[src/rtl/r5bm_pkg.sv]
// Package for the RAID5 block map and rebuild engine.
// Holds the sequencer state type, command and status codes, register indexes, array sizes and divider control struct.
package r5bm_pkg;

  localparam int MAX_DISKS       = 16;
  localparam int BLOCKS_PER_DISK = 1024;

  localparam logic CMD_LOAD  = 1'b0;
  localparam logic CMD_QUERY = 1'b1;

  localparam logic [1:0] REG_DISK_COUNT   = 2'd0;
  localparam logic [1:0] REG_STRIPE       = 2'd1;
  localparam logic [1:0] REG_PRESENT      = 2'd2;
  localparam logic [1:0] REG_DISK_LENGTH  = 2'd3;

  localparam logic STATUS_OK   = 1'b0;
  localparam logic STATUS_MISS = 1'b1;

  typedef enum logic [3:0] {
    ST_IDLE,
    ST_DIV1,
    ST_DIV2,
    ST_MODN,
    ST_MAP,
    ST_CHECK,
    ST_READ,
    ST_WAIT,
    ST_XOR,
    ST_DONE
  } state_t;

  typedef struct packed {
    logic start;
    logic busy;
  } div_ctl_t;

endpackage

[src/rtl/r5bm_div.sv]
// Shared restoring divider, one quotient bit per cycle.
// Depends on r5bm_pkg for the control struct.
module r5bm_div #(
  parameter int NW = 20,
  parameter int DW = 16
) (
  input  logic              clk,
  input  logic              rst_n,
  input  logic              start,
  input  logic [NW-1:0]     num,
  input  logic [DW-1:0]     den,
  output r5bm_pkg::div_ctl_t ctl,
  output logic [NW-1:0]     quo,
  output logic [DW-1:0]     rem
);

  localparam int CW = $clog2(NW + 1);

  logic [NW-1:0] quo_r, quo_nxt;
  logic [DW:0]   rem_r, rem_nxt;
  logic [CW-1:0] cnt_r, cnt_nxt;
  logic          busy_r, busy_nxt;
  logic [DW:0]   trial;

  always_comb begin
    quo_nxt  = quo_r;
    rem_nxt  = rem_r;
    cnt_nxt  = cnt_r;
    busy_nxt = busy_r;
    trial    = '0;
    if (start) begin
      quo_nxt  = num;
      rem_nxt  = '0;
      cnt_nxt  = CW'(NW);
      busy_nxt = 1'b1;
    end else if (busy_r) begin
      trial = {rem_r[DW-1:0], quo_r[NW-1]};
      quo_nxt = {quo_r[NW-2:0], 1'b0};
      if (trial >= {1'b0, den}) begin
        rem_nxt    = trial - {1'b0, den};
        quo_nxt[0] = 1'b1;
      end else begin
        rem_nxt = trial;
      end
      cnt_nxt = cnt_r - 1'b1;
      if (cnt_r == CW'(1)) begin
        busy_nxt = 1'b0;
      end
    end
  end

  always_ff @(posedge clk) begin
    if (!rst_n) begin
      busy_r <= 1'b0;
      cnt_r  <= '0;
    end else begin
      busy_r <= busy_nxt;
      cnt_r  <= cnt_nxt;
    end
    quo_r <= quo_nxt;
    rem_r <= rem_nxt;
  end

  assign ctl.start = start;
  assign ctl.busy  = busy_r;
  assign quo       = quo_r;
  assign rem       = rem_r[DW-1:0];

endmodule

[config.mk]
export PLATFORM = sky130hd
export DESIGN_NAME = r5bm_div
export DESIGN_NICKNAME = d
export VERILOG_FILES = /design/src/rtl/r5bm_pkg.sv /design/src/rtl/r5bm_div.sv
export SDC_FILE = /design/constraint.sdc
export NUM_CORES = 1
export LEC_CHECK = 0
export BUFFER_PORTS_ARGS = -buffer_cell sky130_fd_sc_hd__buf_2
export CAP_MARGIN = 5
export CORE_MARGIN = 5
export CORE_UTILIZATION = 40
export CTS_CLUSTER_DIAMETER = 200
export DETAILED_ROUTE_END_ITERATION = 10
export PLACE_DENSITY = 0.65
export SLEW_MARGIN = 20
export SYNTH_ARGS = -nofsm -noshare
export SYNTH_HDL_FRONTEND = slang
export SYNTH_SLANG_ARGS = --single-unit
[constraint.sdc]
create_clock -name clk -period 2.8 [get_ports clk]
set_input_delay 0.7 -clock clk [delete_from_list [all_inputs] [get_ports clk]]
set_output_delay 0.7 -clock clk [all_outputs]
set_load 0.05 [all_outputs]
==> results.md <==
- Run status: complete, no violations
- Grt ovf: 0
- Overall via count from detail_route: between 2000 and 3000
- Count of routing violations after the opening detailed-route iteration: around 130
- Htree depth: 2
- GRT Max-Usage Layer: met2
- Flop and latch count out of synthesis: 42
- CTS Root Cell: clkbuf_8
- Core utilization of the finished layout: 51.09%
- Initial antenna violation count: 0
- Min-Delay Startpoint: cnt_r[1]$_SDFFE_PP0P_
- Average cell area after synthesis: ~9.2 sq um
- Vias per std cell: between 5 and 6
- Cell Count, Final, Fillers Out: around 520
- Combinational fraction of design power: between 30% and 40%
- Max Freq: between 0.3 and 0.4 GHz
- Critical setup path kind: primary input to register
- I/O Buffers: 76
- Clock Power Share: between 20% and 30%
- Routability cong.: between 0.9 and 1
- Power per Cell Area: ~450 nW/um^2
- Tcrit/Tclk final: between 90 and 100%
- Worst Tran Pin Value: around 0.8 ns
- Fraction of power spent switching nets: between 30 and 40%
- Number of top-level pins: just under 80
- RSZ-0062 raised after global routing: no
- Number of setup violations in the final report: 0
- Net load switching power: roughly 580 uW
- Initial standard-cell utilization of the core: 40.36%
- Final wirelength: around 7500 microns
- Via count of the first global-routing pass: between 2000 and 3000
- Netlist area before placement: roughly 2900 sq um
- Worst R2R Setup Slack: about 0.36 ns
- Number of buffers added to fix hold violations after cts: 0
- Crit path required time: just over 3 ns
- Post-synth EDFFs: 20
- DR DRC count: 0
- Area Overhead vs Synth: 26.59%
- Fraction of final layout cells sized beyond drive strength 1: 34.38%
- Core region area: between 7000 and 8000 sq um
- Rel. slew slack: between 40% and 50%
- GR Layer Usage met3: under 10%
- Clock sink count: 42
- Fraction of post-synthesis cell area in the top cell type by area: between 20% and 30%
- Largest net degree at the start of global routing: 24
- Number of routed nets with antenna violations: 0
- Maximum count of clock buffers along a single path: 2
- Yosys Warn Count: 0
- Placed wire-length estimate: between 5000 and 6000 microns
- Met2 Track Usage GR: between 20 and 30%
- Leakage component of the power: roughly 1.7 nW
- Resized Gates After CTS: 0
- Width of the chip: between 90 and 100 microns
- Number of search-and-repair iterations in the first detailed-routing pass: 4
- Hold path depth: 2
- Final Max Slew Viols: 0
- # diodes: 0
- Syn nets: around 370
- Overall power: around 1.6 mW
- Kind of start point of the critical path: primary input
- Met1 global-route usage: between 20 and 25%
- Type of destination of the critical path: register
- Avg WL per Cell: around 15 microns
- Worst setup startpoint: den[8]
- Die height: between 90 and 100 microns
- Number of buffers added by the clock tree synthesis step: 5
- Peak fanout along the critical path: 10
- Depth of the most critical reg-to-reg path: 9
- Place WS: -0.03753 ns
- Final Hold Fails: 0
- Synth Instances: about 310
- Leading cell types by total area after synthesis: edfxtp_1, dfxtp_1, ha_1
- Post-CTS setup buffer count: 0
- Register clock-pin slew on the reported worst setup and hold paths: 0.09 ns
- Endpoint of the lowest-slack register-to-register path: rem_r[8]$_SDFFE_PP0P_
- Post-Route Hold Slack: about 0.50 ns
- Minimum clock period: roughly 2.6 ns
- Worst voltage drop across the vdd grid: 0.2472 mV
- Min-delay worst type: register to register
- Final worst clock skew: around 0.009 ns
- Placed instance count: around 500
- Overall Global Routing Usage: roughly 17%
- Most common cell after layout, fill and taps aside: buf_2
- Endpoint arrival time on the critical path: roughly 2.8 ns
- Rows: 31
- Seq/Total Area, Yosys: about 36%
- Crit Reg-Reg Startpoint: rem_r[7]$_SDFFE_PP0P_
- Die Outline Area: roughly 9000 sq um
- Library cell with the largest summed area after synthesis: edfxtp_1
- Final WS setup: approximately 0.22 ns
- First-pass GRT wire length: 11930 microns
- TritonCTS clock tree: done
- Internal: roughly 1.1 mW
- Clock Latency Late Sink: ~0.3 ns
- Capture endpoint of the worst hold path: cnt_r[1]$_SDFFE_PP0P_
- Number of violations of the max-capacitance limit: 0
- Ys async rst share: 0%
- Most frequent cells in the layout: buf_2, buf_4, inv_1, nand2_1
- Number of nets in the layout: ~470
- Portion of total power attributed to sequential cells: ~45%
- Primary flip-flop cell chosen by synthesis mapping: dfxtp_1
- Count of distinct cell types in the synthesized netlist: 52
[flip-flops by register name, indices dropped and copies added, names as in the netlist]
name / count
cnt_r: 5
quo: 20
busy_r: 1
rem_r: 16
[how the worst max path moves through the flow]
stage	to	cells past startpoint	slack, ns
after CTS	rem_r[8]$_SDFFE_PP0P_	11	0.26
after floorplan	quo[0]$_DFFE_PP_	10	0.05
after global routing	rem_r[8]$_SDFFE_PP0P_	11	0.17
final	rem_r[8]$_SDFFE_PP0P_	11	0.22
after global placement	rem_r[8]$_SDFFE_PP0P_	11	-0.02
after detailed placement	rem_r[8]$_SDFFE_PP0P_	11	-0.04
[per-layer routing]
metal	up-vias	wire length (microns)
li1	1361	-
met2	62	3570
met3	10	358
met5	-	0
met1	1252	3489
met4	0	110
[through the flow]
stage / TNS [ns] / area, sq um
2_1_floorplan: 0 / 2880
3_3_place_gp: -0.01529 / 3552
3_5_place_dp: -0.06819 / 3552
4_1_cts: 0 / 3646
5_1_grt: 0 / 3646
6_report: 0 / 3646
[layout make-up]
cell class              instances  area [sq um]
clock buffers                   5         68.82
clock inverters                 3         25.02
fillers                       719          3491
inverters                      24         90.09
multi-input cells             232          1662
flip-flops and latches         42          1041
well taps                      99         123.9
repair buffers                110         635.6
[Yosys cell counts (2+ instances only)]
cell type,number
buf_1,2
xor2_1,5
dfxtp_1,22
mux2i_1,6
ha_1,18
a22oi_1,2
buf_6,2
nand2b_1,3
a221o_1,2
mux2_2,19
a21oi_2,2
nor4_1,3
inv_1,24
or2_2,2
and4_1,2
and3_1,5
a311oi_1,2
nor2b_1,4
nand4b_1,5
o211ai_1,2
xnor2_1,7
a21oi_1,15
nor3_1,7
clkbuf_1,8
o21a_1,8
a21o_1,5
o31ai_1,2
a32oi_1,5
nand4_1,2
buf_4,3
edfxtp_1,20
a211oi_1,6
nand3_1,12
nand2_1,24
and2_1,2
o31a_1,2
o22ai_1,2
o21ai_0,17
nor2_1,22
[cell families (layout without fill, tap and decap cells)]
| family | Yosys count | after routing | synth area share [%] |
|---|---|---|---|
| buffers and inverters | 40 | 142 | 6.169 |
| AO/OA/AOI/OAI | 79 | 79 | 18.77 |
| multiplexers | 25 | 25 | 9.514 |
| adder cells (fa/ha/maj) | 19 | 19 | 8.515 |
| XOR/XNOR | 12 | 12 | 3.649 |
| flip-flops | 42 | 42 | 36.14 |
| AND/OR/NAND/NOR | 97 | 97 | 17.25 |
[critical path: stages]
cell      delay, ns
buf_2          0.08
inv_1          0.03
ha_1           0.34
buf_4          0.15
and3_1         0.20
nand4_1        0.15
a21oi_1        0.30
a221oi_2       0.07
buf_4          0.19
or4b_1         0.53
nand3_1        0.09
[power groups by stage]
stage | combinational [mW] | clock, mW | sequential (mW)
5_1_grt | 0.528 | 0.455 | 0.730
6_report | 0.489 | 0.415 | 0.724
2_1_floorplan | 0.211 | 0 | 0.868
3_5_place_dp | 0.488 | 0 | 0.738
4_1_cts | 0.490 | 0.434 | 0.724
3_3_place_gp | 0.484 | 0 | 0.737
No activity file was read; power rests on OpenSTA's default activity.
